$ cat src/sv/ehrs_pkg.sv
// Shared types, field widths and codes for the event histogram rate store.
// No dependencies; every other source file but ehrs_ram.sv imports this package.
package ehrs_pkg;

  // Default geometry of the histogram.
  localparam int SLOT_COUNT_DEF      = 4;
  localparam int TOF_CHANNELS_DEF    = 1024;
  localparam int ENERGY_CHANNELS_DEF = 256;
  localparam int STORE_DEPTH_DEF     = SLOT_COUNT_DEF * TOF_CHANNELS_DEF * ENERGY_CHANNELS_DEF;

  // Field widths.
  localparam int SLOT_W   = 6;
  localparam int TOF_W    = 10;
  localparam int EN_W     = 8;
  localparam int VAL_W    = 16;
  localparam int TIME_W   = 32;
  localparam int STATUS_W = 2;
  localparam int COUNT_W  = 16;
  localparam int RATE_W   = 48;

  // Widest bin index over the whole parameter range (64 * 1024 * 256).
  localparam int IDX_MAX_W = 24;

  // One store word holds count, mass and m/q.
  localparam int RAM_W = COUNT_W + 2 * VAL_W;

  // Rate arithmetic: count * 1000 (ms per s), then Q16 shift.
  localparam int MS_PER_S   = 1000;
  localparam int MS_W       = 10;
  localparam int FRAC_W     = 16;
  localparam int PROD_W     = COUNT_W + MS_W;
  localparam int DIVIDEND_W = PROD_W + FRAC_W;
  localparam int DIVISOR_W  = TIME_W;
  localparam int DIV_CW     = $clog2(DIVIDEND_W + 1);

  // Configuration port.
  localparam int CFG_AW = 3;
  localparam int CFG_DW = 32;

  // Command queue between front and back.
  localparam int QUEUE_DEPTH = 2;
  localparam int QUEUE_AW    = $clog2(QUEUE_DEPTH);
  localparam int QUEUE_CW    = $clog2(QUEUE_DEPTH + 1);

  // Result status codes.
  localparam logic [STATUS_W-1:0] STATUS_RECORDED = 2'd0;
  localparam logic [STATUS_W-1:0] STATUS_DROPPED  = 2'd1;
  localparam logic [STATUS_W-1:0] STATUS_READ     = 2'd2;

  // Input function codes.
  localparam logic FUNC_RECORD = 1'b0;
  localparam logic FUNC_READ   = 1'b1;

  typedef enum logic [1:0] {
    KIND_REC,
    KIND_DROP,
    KIND_READ,
    KIND_READ_BAD
  } kind_t;

  typedef struct packed {
    kind_t                  kind;
    logic [IDX_MAX_W-1:0]   addr;
    logic [VAL_W-1:0]       mass;
    logic [VAL_W-1:0]       mq;
    logic                   norm;   // divide by the time span on readout
    logic [DIVISOR_W-1:0]   span;
  } cmd_t;

  typedef struct packed {
    logic                  start;
    logic [DIVIDEND_W-1:0] dividend;
    logic [DIVISOR_W-1:0]  divisor;
  } div_req_t;

  typedef struct packed {
    logic                  done;
    logic [DIVIDEND_W-1:0] quotient;
  } div_rsp_t;

endpackage

$ cat src/sv/ehrs_fifo.sv
// Short command queue between the classifying front and the store sequencer.
// Depends on ehrs_pkg for cmd_t and the queue depth.
module ehrs_fifo import ehrs_pkg::*; (
  input  logic clk,
  input  logic rst_n,
  input  logic push,
  input  cmd_t push_cmd,
  input  logic pop,
  output cmd_t head,
  output logic full,
  output logic empty
);

  cmd_t                slot_r [QUEUE_DEPTH];
  logic [QUEUE_AW-1:0] wr_ptr_r, wr_ptr_nxt;
  logic [QUEUE_AW-1:0] rd_ptr_r, rd_ptr_nxt;
  logic [QUEUE_CW-1:0] fill_r, fill_nxt;

  function automatic logic [QUEUE_AW-1:0] ptr_inc(input logic [QUEUE_AW-1:0] p);
    logic [QUEUE_AW-1:0] r;
    if (p == QUEUE_AW'(QUEUE_DEPTH - 1)) begin
      r = '0;
    end else begin
      r = p + 1'b1;
    end
    return r;
  endfunction

  assign full  = (fill_r == QUEUE_CW'(QUEUE_DEPTH));
  assign empty = (fill_r == '0);
  assign head  = slot_r[rd_ptr_r];

  always_comb begin
    wr_ptr_nxt = push ? ptr_inc(wr_ptr_r) : wr_ptr_r;
    rd_ptr_nxt = pop  ? ptr_inc(rd_ptr_r) : rd_ptr_r;
    fill_nxt   = fill_r;
    if (push && !pop) begin
      fill_nxt = fill_r + 1'b1;
    end else if (pop && !push) begin
      fill_nxt = fill_r - 1'b1;
    end
  end

  always_ff @(posedge clk) begin
    if (!rst_n) begin
      wr_ptr_r <= '0;
      rd_ptr_r <= '0;
      fill_r   <= '0;
    end else begin
      wr_ptr_r <= wr_ptr_nxt;
      rd_ptr_r <= rd_ptr_nxt;
      fill_r   <= fill_nxt;
    end
  end

  always_ff @(posedge clk) begin
    if (push) begin
      slot_r[wr_ptr_r] <= push_cmd;
    end
  end

endmodule

$ cat config.mk
export PLATFORM = sky130hd
export DESIGN_NAME = ehrs_fifo
export DESIGN_NICKNAME = d
export VERILOG_FILES = /design/src/sv/ehrs_pkg.sv /design/src/sv/ehrs_fifo.sv
export SDC_FILE = /design/constraint.sdc
export NUM_CORES = 1
export LEC_CHECK = 0
export BUFFER_PORTS_ARGS = -buffer_cell sky130_fd_sc_hd__buf_2
export CAP_MARGIN = 10
export CELL_PAD_IN_SITES_DETAIL_PLACEMENT = 0
export CELL_PAD_IN_SITES_GLOBAL_PLACEMENT = 1
export CORE_MARGIN = 2
export CORE_UTILIZATION = 44
export CTS_CLUSTER_SIZE = 16
export DETAILED_ROUTE_END_ITERATION = 10
export PLACE_DENSITY_LB_ADDON = 0.1
export SLEW_MARGIN = 20
export SYNTH_ARGS = -nofsm -noshare
export SYNTH_HDL_FRONTEND = slang
export SYNTH_SLANG_ARGS = --single-unit
$ cat constraint.sdc
create_clock -name clk -period 6.95 [get_ports clk]
set_clock_uncertainty 0.2 [all_clocks]
set_input_delay 1.0425 -clock clk [delete_from_list [all_inputs] [get_ports clk]]
set_output_delay 1.0425 -clock clk [all_outputs]
set_load 0.1 [all_outputs]
### After elaboration in Yosys (flattened, before gate mapping)

Memories as Yosys holds them, arrays and structs flattened. A register that Yosys moved wholly into a read port is not among the register bits.
Cells that the tools add are included.

* RAM bits: 182
* bits of input ports: 95
* bits in latches: 0
* memories kept: 1
* flip-flop bits (word level): 4
* output and inout port bits: 93
* bits in read-only memories: 0

Memory list
* slot_r: depth 2, bits a word 91, read ports 1, clocked after Yosys merged registers in 1, wr ports 1, line ehrs_fifo.sv:14 `cmd_t slot_r [QUEUE_DEPTH];`

* multiply operators: 0
* reductions and logical operators: 6
* div/mod/pow operators: 0
* add/sub/neg operators: 4
* mux-type cells: 8
* equal/unequal tests: 1
* shifts and indexed selects: 0
* $lt $le $gt $ge: 0
* bitwise gates (word level): 0

Operator list (number)
* $mux 1: 6
* $mux 2: 2
* $add 1x1->1 const B: 2
* $add 2x1->2 const B: 1
* $eq 2x2->1 const B: 1
* $logic_and 1x1->1: 2
* $logic_not 1->1: 2
* $logic_not 2->1: 1
* $reduce_bool 2->1: 1
* $sub 2x1->2 const B: 1

### Depth between registers and ports, before layout

* depth after elaboration: 4
* mapped depth: 5
* mapped depth without buffers: 5

### Worst setup path before layout

OpenSTA, ideal clock, no wires.

* path type: input to register
* start: input port push
* end: memory slot_r[0][0] (netlist name), enable pin
* data arrival time: 5041 ps
* slack: 1156 ps
* buffers on the path: 0
* stages on the path: 1
* data required time: 6197 ps
* cells stage by stage: nor2b_1

* longest elaborated chain between the ends: 2

RTL lines
* start, declared: line ehrs_fifo.sv:6 `input logic push,`
* $mux 1: line ehrs_fifo.sv:57 `if (push) begin`
* $mux 1 (not written as such): line ehrs_fifo.sv:58 `slot_r[wr_ptr_r] <= push_cmd;`
* end, declared: line ehrs_fifo.sv:14

Every way passes these cells.

==> out/qor.csv <==
stage,metric,value,unit
sta,setup_violations,0,
global_route,grt_util_all_layers,14.7,%
sta,max_slew_margin,36.6,%
sta,hold_slack,0.302,ns
yosys,synth_top_flop_cell,edfxtp_1,
power,p_int,2.01,mW
detailed_routing,drtIter0Drc,181,
cells_and_area,antennaDiodeCount,0,
floorplanning,chipHeight,128,um
yosys,synth_simple_gate_area_share,0.826,%
power,power_frac_comb,21.3,%
detailed_routing,routedWlPerCell,17.3,um
yosys,synth_edf_count,182,
hold_path,hold_path_class,reg -> reg,
power,power_leakage,3.19,nW
cells_and_area,syn_to_final_growth,24.8,%
clock_network,cts_resized,0,
detailed_routing,postRouteAntennaNets,0,
setup_path,rr_worst_depth,2,
yosys,muxShareOfSynthArea,15.0,%
yosys,syn_inst,305,
power,p_sw,0.903,mW
detailed_routing,drt-total-wl,12200,um
clock_network,cts_setup_buffers,0,
sta,slew_violations,0,
sta,layout_min_cycle_time,3.81,ns
sta,fmax,262,MHz
floorplanning,die_area,16500,um2
power,pwr-share-seq,45.5,%
power,power.density,343,nW/um2
yosys,synth_warnings,0,
clock_network,cts_num_sinks,187,
sta,finalSetupTns,0,ns
yosys,syn_area,6820,um2
setup_path,crit_chain,buf_4 -> mux2_2 -> buf_2,
setup_path,rr_startpoint,wr_ptr_r,
setup_path,cp_slowest_cell,dfxtp_4,
sta,tightest_slew,0.950,ns
global_route,antenna_found_initial,2,
floorplanning,rows,45,
power,vdd_drop_max,0.189,mV
clock_network,cts_root_buf,clkbuf_16,
floorplanning,ioPinCount,188,
power,clockPowerShare,33.2,%
place,hpwl,7770,um
place,io_buffers,187,
yosys,yosys-top-cells-area,"edfxtp_1 80%, mux2_2 15%, buf_6 1.5%, dfxtp_1 1.5%, and2_1 0.37%",
setup_path,path_max_fanout,47,
global_route,grt_pass1_vias,3412,
setup_path,required,5.71,ns
setup_path,slowest_delay,0.74,ns
clock_network,cts_tree,built,
clock_network,cts_made_buffers,17,
yosys,ys_ff_latch,187,
place,placed_cells,673,
yosys,syn_area_per_cell,22.4,um2
detailed_routing,via_count,3396,
hold_path,hold_depth,2,
clock_network,postCtsHoldBufs,0,
setup_path,timing.rr.end,slot_r[0][12],
yosys,synth_compound_area_share,0.294,%
yosys,synth.most_common_cell,edfxtp_1,
yosys,synth_top_family_by_area,multiplexers,
setup_path,r2r_slack,4.44,ns
detailed_routing,viasPerCell,4.82,
clock_network,htree_levels,4,
setup_path,start_kind,register,
sta,period_share,54.8,%
yosys,synth_top_area_share,80.2,%
cells_and_area,instances_no_fill,704,
detailed_routing,drc,0,
yosys,synth_fp_nets,401,
setup_path,cp.arrival,2.57,ns
clock_network,cts_buffer_depth,2,
run_status,status,finished clean,
cells_and_area,fin_nets,600,
sta,rsz0062_at_grt,false,
setup_path,worstSetupPathType,reg -> out,
yosys,synthArstFlopShare,0,%
global_route,grt_max_degree,64,
place,gp_congestion,0.698,
yosys,ys_seq_area_share,81.6,%
detailed_routing,first_pass_iters,4,
sta,finalHoldViolCount,0,
yosys,synth_fa_ha_area_share,0.184,%
setup_path,endpoint,head[33],
clock_network,clock_latency,0.41,ns
global_route,grt-ovfl-total,0,
setup_path,cp-end-kind,primary output,
floorplanning,core,15100,um2
run,maxCapViolCount,0,
global_route,grt_pass1_wl,17700,um
yosys,synthDistinctLibCells,17,
clock_network,clkTransAtPathRegs,0.06,ns
floorplanning,die_w,128,um
cells_and_area,drive_gt1_share,59.9,%
power,p_sw_share,30.9,%
floorplanning,initial_core_util,45.0,%
yosys,ys_top_cells_by_count,"182 x edfxtp_1, 91 x mux2_2, 9 x buf_6, 5 x dfxtp_1, 4 x and2_1",
yosys,synth_xor_xnor_area_share,0.385,%
yosys,yosysTopAreaCell,edfxtp_1,
[layer usage]
layer | vias to the layer above | part of all wire, % | GRT usage (%) | routed length [um]
li1 | 1604 | - | - | -
met4 | 4 | 1.7 | 6.40 | 204
met3 | 21 | 7.5 | 5.99 | 915
met5 | - | 0.25 | 0 | 31
met1 | 1650 | 44 | 18.9 | 5420
met2 | 117 | 46 | 22.2 | 5620
[critical path: cells and delay by family, from the launching register on]
kind,cells,cell delay (ns)
buf+inv,2,0.92
flops,1,0.74
mux,1,0.42
[cell families (layout without fill, tap and decap cells)]
family | count (synthesis) | after routing
AOI/OAI and AO/OA | 3 | 3
xor gates and xnor gates | 3 | 3
adders and majority gates | 1 | 1
buffers and inverters | 11 | 222
DFF | 187 | 187
muxes | 91 | 91
and+or+nand+nor | 9 | 9
[registers in the layout (all words and copies together) (netlist names), named ones only]
signal    flops
slot_r      182
fill_r        2
wr_ptr_r      1
rd_ptr_r      1
[cell type report]
| type | count | area (um2) |
|---|---|---|
| multi-input cells | 107 | 1150 |
| clock inverters | 10 | 149 |
| fillers | 1210 | 6640 |
| repair buffers | 190 | 958 |
| well taps | 188 | 235 |
| clock buffers | 21 | 440 |
| inverters | 1 | 3.75 |
| flip-flops and latches | 187 | 5570 |
[placed cells by master, fill, tap and decap left out]
master and n:
clkinv_1 3, nor2_1 1, clkinvlp_4 1, nor2b_1 1, and2_1 3, o21ai_0 1
buf_4 3, o21a_1 1, buf_2 187, dfxtp_1 4, clkbuf_1 4, xnor2_1 1
ha_1 1, or3_1 1, a21boi_1 1, bufinv_16 4, mux2_2 91, nor2b_4 1
and2b_2 1, edfxtp_1 182, clkinv_2 2, inv_1 1, dfxtp_4 1, and2_4 1
clkbuf_16 17, xor2_1 2
[how the worst min path moves through the flow]
stage                     startpoint         to  slack (ns)
after floorplan            fill_r[1]  fill_r[1]        0.27
after global placement     fill_r[1]  fill_r[1]        0.28
after detailed placement   fill_r[1]  fill_r[1]        0.29
after CTS                  fill_r[1]  fill_r[1]        0.30
after global routing       fill_r[1]  fill_r[1]        0.34
final                      fill_r[1]  fill_r[1]        0.30
[stage by stage]
step	area, um2	util (%)	power, mW	worst slack (ns)
floorplan	6820	-	1.88	1.16
global placement	7920	52.3	1.97	3.51
detailed placement	7920	52.3	1.98	3.49
CTS	8510	56.2	2.95	3.03
global route	8510	56.2	3.02	2.95
finish	8510	56.2	2.92	3.14
[power by group through the flow]
stage | logic, mW | clock network (mW) | registers (mW)
floorplan | 0.542 | 0 | 1.34
global placement | 0.625 | 0 | 1.35
detailed placement | 0.627 | 0 | 1.35
CTS | 0.628 | 0.991 | 1.33
global route | 0.642 | 1.04 | 1.33
finish | 0.622 | 0.970 | 1.33
Note: power is estimated with default switching activity, not from simulation.
