**src/sv/ehrs_pkg.sv**
```systemverilog
// Shared types, field widths and codes for the event histogram rate store.
// No dependencies; every other source file but ehrs_ram.sv imports this package.
package ehrs_pkg;

  // Default geometry of the histogram.
  localparam int SLOT_COUNT_DEF      = 4;
  localparam int TOF_CHANNELS_DEF    = 1024;
  localparam int ENERGY_CHANNELS_DEF = 256;
  localparam int STORE_DEPTH_DEF     = SLOT_COUNT_DEF * TOF_CHANNELS_DEF * ENERGY_CHANNELS_DEF;

  // Field widths.
  localparam int SLOT_W   = 6;
  localparam int TOF_W    = 10;
  localparam int EN_W     = 8;
  localparam int VAL_W    = 16;
  localparam int TIME_W   = 32;
  localparam int STATUS_W = 2;
  localparam int COUNT_W  = 16;
  localparam int RATE_W   = 48;

  // Widest bin index over the whole parameter range (64 * 1024 * 256).
  localparam int IDX_MAX_W = 24;

  // One store word holds count, mass and m/q.
  localparam int RAM_W = COUNT_W + 2 * VAL_W;

  // Rate arithmetic: count * 1000 (ms per s), then Q16 shift.
  localparam int MS_PER_S   = 1000;
  localparam int MS_W       = 10;
  localparam int FRAC_W     = 16;
  localparam int PROD_W     = COUNT_W + MS_W;
  localparam int DIVIDEND_W = PROD_W + FRAC_W;
  localparam int DIVISOR_W  = TIME_W;
  localparam int DIV_CW     = $clog2(DIVIDEND_W + 1);

  // Configuration port.
  localparam int CFG_AW = 3;
  localparam int CFG_DW = 32;

  // Command queue between front and back.
  localparam int QUEUE_DEPTH = 2;
  localparam int QUEUE_AW    = $clog2(QUEUE_DEPTH);
  localparam int QUEUE_CW    = $clog2(QUEUE_DEPTH + 1);

  // Result status codes.
  localparam logic [STATUS_W-1:0] STATUS_RECORDED = 2'd0;
  localparam logic [STATUS_W-1:0] STATUS_DROPPED  = 2'd1;
  localparam logic [STATUS_W-1:0] STATUS_READ     = 2'd2;

  // Input function codes.
  localparam logic FUNC_RECORD = 1'b0;
  localparam logic FUNC_READ   = 1'b1;

  typedef enum logic [1:0] {
    KIND_REC,
    KIND_DROP,
    KIND_READ,
    KIND_READ_BAD
  } kind_t;

  typedef struct packed {
    kind_t                  kind;
    logic [IDX_MAX_W-1:0]   addr;
    logic [VAL_W-1:0]       mass;
    logic [VAL_W-1:0]       mq;
    logic                   norm;   // divide by the time span on readout
    logic [DIVISOR_W-1:0]   span;
  } cmd_t;

  typedef struct packed {
    logic                  start;
    logic [DIVIDEND_W-1:0] dividend;
    logic [DIVISOR_W-1:0]  divisor;
  } div_req_t;

  typedef struct packed {
    logic                  done;
    logic [DIVIDEND_W-1:0] quotient;
  } div_rsp_t;

endpackage

```
**src/sv/ehrs_if.sv**
```systemverilog
// Valid/ready channel interfaces for input items and result items.
// Depends on ehrs_pkg for field widths.
interface ehrs_in_if import ehrs_pkg::*; ();
  logic              valid;
  logic              ready;
  logic              func;
  logic [SLOT_W-1:0] slot;
  logic [TOF_W-1:0]  tof_channel;
  logic [EN_W-1:0]   energy_channel;
  logic [VAL_W-1:0]  mass_value;
  logic [VAL_W-1:0]  mq_value;
  logic [TIME_W-1:0] event_time;

  modport source (output valid, func, slot, tof_channel, energy_channel, mass_value,
                  mq_value, event_time, input ready);
  modport sink   (input valid, func, slot, tof_channel, energy_channel, mass_value,
                  mq_value, event_time, output ready);
endinterface


```
**src/sv/ehrs_front.sv**
```systemverilog
// Front end: accepts input words, range-checks them, forms the bin index,
// keeps the first/last record times and snapshots the rate span for reads.
// Depends on ehrs_pkg and ehrs_in_if.
module ehrs_front import ehrs_pkg::*; #(
  parameter int SLOT_COUNT      = SLOT_COUNT_DEF,
  parameter int TOF_CHANNELS    = TOF_CHANNELS_DEF,
  parameter int ENERGY_CHANNELS = ENERGY_CHANNELS_DEF
) (
  input  logic              clk,
  input  logic              rst_n,
  ehrs_in_if.sink           in_if,
  input  logic [SLOT_W-1:0] first_norm_slot,
  input  logic              clearing,
  input  logic              q_full,
  output logic              push,
  output cmd_t              push_cmd
);

  localparam int ADDR_W = $clog2(SLOT_COUNT * TOF_CHANNELS * ENERGY_CHANNELS);
  localparam int PLANE  = TOF_CHANNELS * ENERGY_CHANNELS;
  localparam int SLOT_CW = SLOT_W + 1;
  localparam int TOF_CW  = TOF_W + 1;
  localparam int EN_CW   = EN_W + 1;

  logic [TIME_W-1:0] first_r, first_nxt;
  logic [TIME_W-1:0] last_r, last_nxt;
  logic              seen_r, seen_nxt;

  logic              in_range;
  logic [ADDR_W-1:0] idx;
  logic [TIME_W:0]   diff;
  logic              span_pos;

  assign in_if.ready = !q_full && !clearing;
  assign push        = in_if.valid && in_if.ready;

  always_comb begin
    in_range = ({1'b0, in_if.slot} < SLOT_CW'(SLOT_COUNT)) &&
               ({1'b0, in_if.tof_channel} < TOF_CW'(TOF_CHANNELS)) &&
               ({1'b0, in_if.energy_channel} < EN_CW'(ENERGY_CHANNELS));
    // Valid only when in range; wraps harmlessly otherwise.
    idx = ADDR_W'(in_if.slot) * ADDR_W'(PLANE) +
          ADDR_W'(in_if.tof_channel) * ADDR_W'(ENERGY_CHANNELS) +
          ADDR_W'(in_if.energy_channel);
    diff     = {1'b0, last_r} - {1'b0, first_r};
    span_pos = !diff[TIME_W] && (diff[TIME_W-1:0] != '0);

    push_cmd.addr = IDX_MAX_W'(idx);
    push_cmd.mass = in_if.mass_value;
    push_cmd.mq   = in_if.mq_value;
    push_cmd.span = diff[TIME_W-1:0];
    push_cmd.norm = span_pos && (in_if.slot >= first_norm_slot);
    if (in_if.func == FUNC_RECORD) begin
      push_cmd.kind = in_range ? KIND_REC : KIND_DROP;
    end else begin
      push_cmd.kind = in_range ? KIND_READ : KIND_READ_BAD;
    end

    first_nxt = first_r;
    last_nxt  = last_r;
    seen_nxt  = seen_r;
    // Every record, dropped or not, moves the time stamps.
    if (push && in_if.func == FUNC_RECORD) begin
      last_nxt = in_if.event_time;
      if (!seen_r) begin
        first_nxt = in_if.event_time;
        seen_nxt  = 1'b1;
      end
    end
  end

  always_ff @(posedge clk) begin
    if (!rst_n) begin
      first_r <= '0;
      last_r  <= '0;
      seen_r  <= 1'b0;
    end else begin
      first_r <= first_nxt;
      last_r  <= last_nxt;
      seen_r  <= seen_nxt;
    end
  end

endmodule

```
**src/flat_wrapper.sv**
```systemverilog
// flat-port wrapper written by rule: the top's interface ports become plain ports
module ehrs_front_flat import ehrs_pkg::*;
#(
  parameter int SLOT_COUNT      = SLOT_COUNT_DEF,
  parameter int TOF_CHANNELS    = TOF_CHANNELS_DEF,
  parameter int ENERGY_CHANNELS = ENERGY_CHANNELS_DEF
)
  (clk, rst_n, first_norm_slot, clearing, q_full, push, push_cmd, in_if_valid, in_if_func, in_if_slot, in_if_tof_channel, in_if_energy_channel, in_if_mass_value, in_if_mq_value, in_if_event_time, in_if_ready);
  ehrs_in_if in_if_i ();
  input  logic clk;
  input  logic rst_n;
  input  logic [SLOT_W-1:0] first_norm_slot;
  input  logic clearing;
  input  logic q_full;
  output logic push;
  output cmd_t push_cmd;
  input wire logic [$bits(in_if_i.valid)-1:0] in_if_valid;
  input wire logic [$bits(in_if_i.func)-1:0] in_if_func;
  input wire logic [$bits(in_if_i.slot)-1:0] in_if_slot;
  input wire logic [$bits(in_if_i.tof_channel)-1:0] in_if_tof_channel;
  input wire logic [$bits(in_if_i.energy_channel)-1:0] in_if_energy_channel;
  input wire logic [$bits(in_if_i.mass_value)-1:0] in_if_mass_value;
  input wire logic [$bits(in_if_i.mq_value)-1:0] in_if_mq_value;
  input wire logic [$bits(in_if_i.event_time)-1:0] in_if_event_time;
  output wire logic [$bits(in_if_i.ready)-1:0] in_if_ready;
  assign in_if_i.valid = in_if_valid;
  assign in_if_i.func = in_if_func;
  assign in_if_i.slot = in_if_slot;
  assign in_if_i.tof_channel = in_if_tof_channel;
  assign in_if_i.energy_channel = in_if_energy_channel;
  assign in_if_i.mass_value = in_if_mass_value;
  assign in_if_i.mq_value = in_if_mq_value;
  assign in_if_i.event_time = in_if_event_time;
  assign in_if_ready = in_if_i.ready;
  ehrs_front #(.SLOT_COUNT(SLOT_COUNT), .TOF_CHANNELS(TOF_CHANNELS), .ENERGY_CHANNELS(ENERGY_CHANNELS)) u_core (.clk(clk), .rst_n(rst_n), .in_if(in_if_i), .first_norm_slot(first_norm_slot), .clearing(clearing), .q_full(q_full), .push(push), .push_cmd(push_cmd));
endmodule
```
**config.mk**
```make
export PLATFORM = sky130hd
export DESIGN_NAME = ehrs_front_flat
export DESIGN_NICKNAME = d
export VERILOG_FILES = /design/src/sv/ehrs_pkg.sv /design/src/sv/ehrs_if.sv /design/src/sv/ehrs_front.sv /design/src/flat_wrapper.sv
export SDC_FILE = /design/constraint.sdc
export NUM_CORES = 1
export LEC_CHECK = 0
export ABC_CLOCK_PERIOD_IN_PS = 6170
export BUFFER_PORTS_ARGS = -buffer_cell sky130_fd_sc_hd__buf_2
export CAP_MARGIN = 10
export CORE_ASPECT_RATIO = 0.7
export CORE_MARGIN = 1.5
export CORE_UTILIZATION = 42
export CTS_CLUSTER_DIAMETER = 120
export DETAILED_ROUTE_END_ITERATION = 12
export PLACE_DENSITY_LB_ADDON = 0.15
export SETUP_SLACK_MARGIN = 0.2
export SLEW_MARGIN = 20
export SYNTH_ARGS = -nofsm -noshare
export SYNTH_HDL_FRONTEND = slang
export SYNTH_SLANG_ARGS = --single-unit
```
**constraint.sdc**
```tcl
create_clock -name clk -period 6.17 [get_ports clk]
set_input_delay 0.617 -clock clk [delete_from_list [all_inputs] [get_ports clk]]
set_output_delay 0.617 -clock clk [all_outputs]
set_load 0.01 [all_outputs]
```
### After elaboration in Yosys (flattened, before gate mapping)

Cells that the tools add are included.

* bitwise logic cells: 2
* add/sub/neg operators: 3
* muxes and demuxes: 3
* magnitude comparators: 2
* reduce and logical (&&, ||, !) cells: 10

Operators with widths (count)
* 32-bit by 32-bit subtractor with 33-bit output: 1
* 32-bit nonzero test: 1
* 20-bit by 18-bit adder with 20-bit output: 1
* 20-bit by 8-bit adder with 20-bit output: 1
* 6-bit greater-or-equal comparator: 1
* 6-bit by 3-bit < comparator with 1-bit output, second input constant: 1
* 1-bit logical AND: 5
* 1-bit logical NOT: 3
* 1-bit 2-to-1 mux: 2
* 2-bit 2-to-1 mux: 1
* 1-bit NOT: 2
* 2-bit AND reduction: 1

* logic and storage cells: 23
* input bits: 100
* register bits: 65

### Depth between registers and ports, before layout

Gate-level depths: netlist of the first run.

* word-level depth: 5
* depth in mapped cells: 12
* depth with buffers taken out: 12

### Least setup slack after synthesis of the first run

No wires, ideal clock.

* path kind: reg2out
* start point: register u_core.last_r[0]
* end point: output push_cmd[32] in the netlist's numbering
* buffers on the path: 0
* stages on the path, launching flop included: 13
* arrival time: 3298 ps
* setup slack: 2255 ps
* data required time: 5553 ps
* cells stage by stage: dfxtp_1 -> inv_1 -> ha_1 -> fa_1 -> nand2b_1 -> a211oi_4 -> o21ai_2 -> a311oi_1 -> a41oi_2 -> xnor2_1 -> or4_1 -> nor4_1 -> nor2b_1

RTL lines
* from (decl): line ehrs_front.sv:26 `logic [TIME_W-1:0] last_r, last_nxt;`
* from (signal assigned): line ehrs_front.sv:79 `last_r <= last_nxt;`
* to (decl): line flat_wrapper.sv:16 `output cmd_t push_cmd;`

==> out/metrics.yaml, run 1 <==
status: "completed"
synthMuxAreaShare_pct: 0.563
initial_core_util_pct: 43.0
post-cts-setup-buffer-count: 0
rsz0062_at_grt: "false"
netlist_top_cells_area: "dfxtp_1 24%, nand2_1 11%, a21boi_0 9.6%"
register_area_mm2: 0.00130
yosysWarnings: 0
rows: 34
worst_pin_slew_ps: 925
io_pins: 193
rr_endpoint: "u_core.first_r[13]"
synthArstFlopShare_pct: 0
routed_wl_mm: 14.6
synth-edff-count: 0
ir_drop_uv: 158
vias: 4963
crit_start: "u_core.last_r[0]"
synth_top_family_by_area: "compound AO/OA/AOI/OAI gates"
synth_xor_area_share_pct: 1.97
diodes: 0
tns_ps: 0
insertion_delay_ps: 330
total_power_mw: 1.41
grt_util_all_layers_pct: 22.3
cp-end-kind: "output pin"
met2_usage_pct: 30.2
cts_buffers: 9
cap_violations: 0
fmax_mhz: 209
synth.yosys.seq_area_share_pct: 24.4
dieHeight_um: 97.3
r2r_cells: 4
clkSinkCount: 65
hold_buffers: 0
dp_hpwl_mm: 11.5
drt-pass1-iter-count: 4
critPathRequiredTime_ps: 5550
path_max_fanout: 7
grt_max_degree: 66
clk_pin_slew_worst_paths_ps: 60
grt_pass1_vias: 4586
fin_crit_ps: 4790
io_buffers: 88
slew_violations: 0
drive_gt1_share_pct: 18.1
worst_slack_ps: 1380
vias_per_cell: 5.46
grt_antenna_before_repair: 0
path_cells: "inv_1 -> ha_1 -> fa_1 -> nand2b_1 -> a211oi_4 -> o21ai_2 -> a311oi_1 -> a41oi_2 -> xnor2_1 -> or4_1 -> nor4_1 -> nor2b_1 -> buf_2"
cp_num_buf_inv: 2
cts_max_path_buffers: 2
synth_most_common_cell: "nand2_1"
post-route-util_pct: 46.4
place_congestion: 0.835
synth_commonest_cells: "161 x nand2_1, 68 x a21boi_0, 65 x dfxtp_1, 57 x buf_4, 47 x inv_1"
synth_fa_ha_area_share_pct: 9.28
synth_top_area_share_pct: 24.4
postSynthAreaPerCell_um2: 7.34
synth.distinct_cells: 72
use_met3_pct: 3.65
cp-start-kind: "flop"
skew_ps: 6.75
cellPowerDensity_mw_per_mm2: 245
worstReg2RegStart: "u_core.seen_r"
grt.busiest_layer: "met1"
reg2reg_slack_ps: 4830
core_mm2: 0.0124
cp_slowest_stage_delay_ps: 620
drt.antenna.violating_nets: 0
max_slew_margin_pct: 38.3
min_from: "u_core.first_r[24]"
wl_per_cell_um: 16.1
cts_tree: "built"
cts_resized: 0
syn2layout_area_growth_pct: 7.97
nets: 881
die_x_um: 138
crit_type: "flop to output pin"
grt_pass1_wl_mm: 23.5
fillCellCount: 1321
multi_input_area_mm2: 0.00330
dieArea_mm2: 0.0134
hold_depth: 2
p_leak_nw: 2.44
drc: 0
synthSimpleGateAreaFrac_pct: 23.4
synth_compound_area_share_pct: 26.3
htree_levels: 3
met1_usage_pct: 34.9
cp.arrival_ps: 4180
finalSetupViolCount: 0
synth_cells: 727
syn_area_mm2: 0.00534
path_delay_family: "compound AO/OA/AOI/OAI gates"
hold_violations: 0
overflow: 0
slowest_stage: "a311oi_1"
cts_root_buf: "clkbuf_16"
whs_endpoint: "u_core.first_r[24]"
post-place-ws_ps: 1700
yosys.area.top_type: "dfxtp_1"
hold_path.class: "flop to flop"
min_period_over_period_pct: 77.7
yosys_register_bits: 65
synth_top_flop_cell: "dfxtp_1"
fin_hold_ws_ps: 464
drt_iter0_markers: 332
## routing by layer
layer	part of all wire [%]	up-vias	routed length, um
met3	6.1	32	899
met2	39	151	5670
met5	0	-	0
met1	54	2312	7850
met4	1.6	0	230
li1	-	2468	-
## cells by family after synthesis
| group | after synthesis |
|---|---|
| DFF | 65 |
| buffers and inverters | 138 |
| other | 1 |
| adders and majority gates | 39 |
| muxes | 3 |
| AOI/OAI and AO/OA | 197 |
| xor gates and xnor gates | 12 |
| and+or+nand+nor | 272 |
## worst register-to-register path, delay by kind of cell, from the launching register on
family,cells,cell delay [ps]
buffers and inverters,1,390
and+or+nand+nor,2,380
DFF,1,320
AOI/OAI and AO/OA,1,160
## cells in the final DEF (no fill, tap or decap), types with 10 or more instances in the layout
cell	synthesis	routed
nor2_1	29	28
dfxtp_1	65	65
buf_2	1	88
inv_1	47	47
a21oi_1	43	43
nor3_1	10	10
ha_1	38	38
a21boi_0	68	68
nand2_1	161	161
o21ai_0	18	18
## metrics by stage
| stage | std cells | cell area [um^2] |
|---|---|---|
| after floorplan | 730 | 5350 |
| after global placement | 893 | 5450 |
| after detailed placement | 893 | 5450 |
| after CTS | 909 | 5760 |
| after global routing | 909 | 5760 |
| final | 909 | 5760 |
## flip-flops by register name, indices dropped and copies added, names as in the netlist
signal and flops:
u_core.last_r 32, u_core.first_r 32, u_core.seen_r 1
## cell type report
cell class	instances	share of cell area (%)
inverters	47	3.06
clock inverters	7	1.43
clock buffers	9	3.91
flip-flops and latches	65	22.6
repair buffers	92	8.17
multi-input cells	527	57.3
well taps	162	3.52
## power breakdown
part / total [mW] / internal, mW / switching (mW) / leakage (nW)
registers: 0.434 / 0.429 / 0.00489 / 0.526
clock network: 0.525 / 0.320 / 0.205 / 0.145
logic: 0.453 / 0.187 / 0.267 / 1.77
total: 1.41 / 0.935 / 0.477 / 2.44
## worst max path at each step
stage | cells after the start | endpoint
6_report | 13 | push_cmd[32]
5_1_grt | 13 | push_cmd[32]
4_1_cts | 13 | push_cmd[32]
3_5_place_dp | 13 | push_cmd[32]
3_3_place_gp | 13 | push_cmd[32]
2_1_floorplan | 12 | push_cmd[32]
(Power assumes the default switching activity.)
==> run 2: changes to the inputs <==
--- a/config.mk
+++ b/config.mk
@@ -5,7 +5,7 @@
 export SDC_FILE = /design/constraint.sdc
 export NUM_CORES = 1
 export LEC_CHECK = 0
-export ABC_CLOCK_PERIOD_IN_PS = 6170
+export ABC_CLOCK_PERIOD_IN_PS = 5050
 export BUFFER_PORTS_ARGS = -buffer_cell sky130_fd_sc_hd__buf_2
 export CAP_MARGIN = 10
 export CORE_ASPECT_RATIO = 0.7
==> constraint.sdc (replaced) <==
create_clock -name clk -period 5.05 [get_ports clk]
set_input_delay 0.505 -clock clk [delete_from_list [all_inputs] [get_ports clk]]
set_output_delay 0.505 -clock clk [all_outputs]
set_load 0.01 [all_outputs]
==> out/metrics.yaml, run 2 (synthesized netlist as in run 1, its figures left out) <==
ir_drop_uv: 175
reg_top3: "u_core.first_r x32, u_core.last_r x32, u_core.seen_r x1"
clk_pin_slew_worst_paths_ps: 60
cts_buffers: 9
path_cells: "inv_1 -> ha_1 -> fa_1 -> nand2b_1 -> a211oi_4 -> o21ai_2 -> a311oi_2 -> a41oi_2 -> xnor2_1 -> or4_1 -> nor4_1 -> nor2b_1 -> buf_2"
cts_max_path_buffers: 2
dieHeight_um: 97.3
final_cell_mix: "161 x nand2_1, 88 x buf_2, 68 x a21boi_0, 65 x dfxtp_1, 47 x inv_1"
fin_crit_ps: 4510
slowest_stage: "or4_1"
total_power_mw: 1.73
seqPwrFrac_pct: 30.6
cap_violations: 0
core_mm2: 0.0124
hold_buffers: 0
htree_levels: 3
hold_path.class: "primary input to flop"
vias_per_cell: 5.42
dieArea_mm2: 0.0134
r2r_cells: 4
worstReg2RegStart: "u_core.seen_r"
drive_gt1_share_pct: 18.2
layout_commonest_cell: "nand2_1"
post-route-util_pct: 46.5
skew_ps: 4.40
cp-end-kind: "output pin"
routed_wl_mm: 14.5
drt-pass1-iter-count: 5
cellPowerDensity_mw_per_mm2: 300
die_x_um: 138
rsz0062_at_grt: "false"
rr_endpoint: "u_core.first_r[13]"
initial_core_util_pct: 43.0
cts_root_buf: "clkbuf_16"
switching_share_pct: 33.4
place_area_mm2: 0.00545
drt_iter0_markers: 322
cts_tree: "built"
insertion_delay_ps: 330
grt_pass1_vias: 4505
clkSinkCount: 65
vias: 4927
combinationalPowerShare_pct: 32.1
cp.arrival_ps: 4000
min_from: "in_if_event_time[26]"
status: "completed"
path_delay_family: "compound AO/OA/AOI/OAI gates"
finalSetupViolCount: 0
worst_pin_slew_ps: 922
rows: 34
grt_pass1_wl_mm: 23.4
max_slew_margin_pct: 38.5
whs_endpoint: "u_core.first_r[26]"
fin_hold_ws_ps: 433
tns_ps: 0
intPower_mw: 1.16
p_clk_share_pct: 37.4
hold_depth: 3
p_leak_nw: 2.45
switchingPower_uw: 579
reg2reg_slack_ps: 3680
grt_antenna_before_repair: 0
met1_usage_pct: 35.8
drc: 0
overflow: 0
drt.antenna.violating_nets: 0
io_buffers: 88
diodes: 0
slew_violations: 0
place_congestion: 0.835
wl_per_cell_um: 16.0
use_met3_pct: 3.70
crit_type: "flop to output pin"
nets: 881
min_period_over_period_pct: 89.2
io_pins: 193
cp-start-kind: "flop"
grt_util_all_layers_pct: 22.2
path_max_fanout: 7
cp_num_buf_inv: 2
syn2layout_area_growth_pct: 8.21
critPathRequiredTime_ps: 4550
cp_slowest_stage_delay_ps: 520
grt_max_degree: 66
fmax_mhz: 222
grt.busiest_layer: "met1"
fin_area_mm2: 0.00577
met2_usage_pct: 29.4
hold_violations: 0
dp_hpwl_mm: 11.4
## run 2: changes by cell type in the layout (fill, tap and decap cells not counted)
cell / change
clkbuf_8: +1
clkinvlp_4: -1
clkinv_4: +2
inv_6: -2
a311oi_1: -1
a311oi_2: +1
## run 2: area by class of cell
type | count | area, um^2
Multi-Input combinational cell | 527 | 3310
Clock inverter | 6 | 75.1
Tap cell | 162 | 203
Timing Repair Buffer | 92 | 470
Fill cell | 1306 | 6650
Sequential cell | 65 | 1300
Clock buffer | 10 | 239
Inverter | 47 | 176
## run 2: worst max-delay path by stage
stage / start / endpoint / slack, ps / depth (start not counted)
2_1_floorplan: u_core.last_r[0] / push_cmd[32] / 1250 / 12
3_3_place_gp: u_core.last_r[0] / push_cmd[32] / 810 / 13
3_5_place_dp: u_core.last_r[0] / push_cmd[32] / 700 / 13
4_1_cts: u_core.last_r[0] / push_cmd[32] / 320 / 13
5_1_grt: u_core.last_r[0] / push_cmd[32] / 340 / 13
6_report: u_core.last_r[0] / push_cmd[32] / 540 / 13
## run 2: power by group through the flow
stage | Clock, mW | Sequential, mW | Combinational (mW)
2_1_floorplan | 0 | 0.539 | 0.411
3_3_place_gp | 0 | 0.541 | 0.546
3_5_place_dp | 0 | 0.541 | 0.549
4_1_cts | 0.668 | 0.530 | 0.552
5_1_grt | 0.688 | 0.531 | 0.614
6_report | 0.648 | 0.530 | 0.556
## run 2: repair_timing
item,4_1_cts,5_1_grt
endpoints found under the setup margin,0,1
resized for setup,0,1
endpoints found under the hold margin,0,0
buffers inserted,0,0
## run 2: worst min-delay path: cells and delay by family
kind,cells,cell delay (ps)
and+or+nand+nor,1,40
buffers and inverters,1,100
AOI/OAI and AO/OA,1,60
## run 2: per-layer routing
| layer | wire length [um] | share of wire (%) | up-vias |
|---|---|---|---|
| met4 | 222 | 1.5 | 0 |
| met2 | 5510 | 38 | 150 |
| met5 | 0 | 0 | - |
| li1 | - | - | 2469 |
| met3 | 810 | 5.6 | 29 |
| met1 | 8000 | 55 | 2279 |
## run 2: through the flow
stage                     cells  worst slack, ps
after global placement      893              812
after global routing        909              337
after floorplan             730             1250
after detailed placement    893              705
after CTS                   909              324
final                       909              545
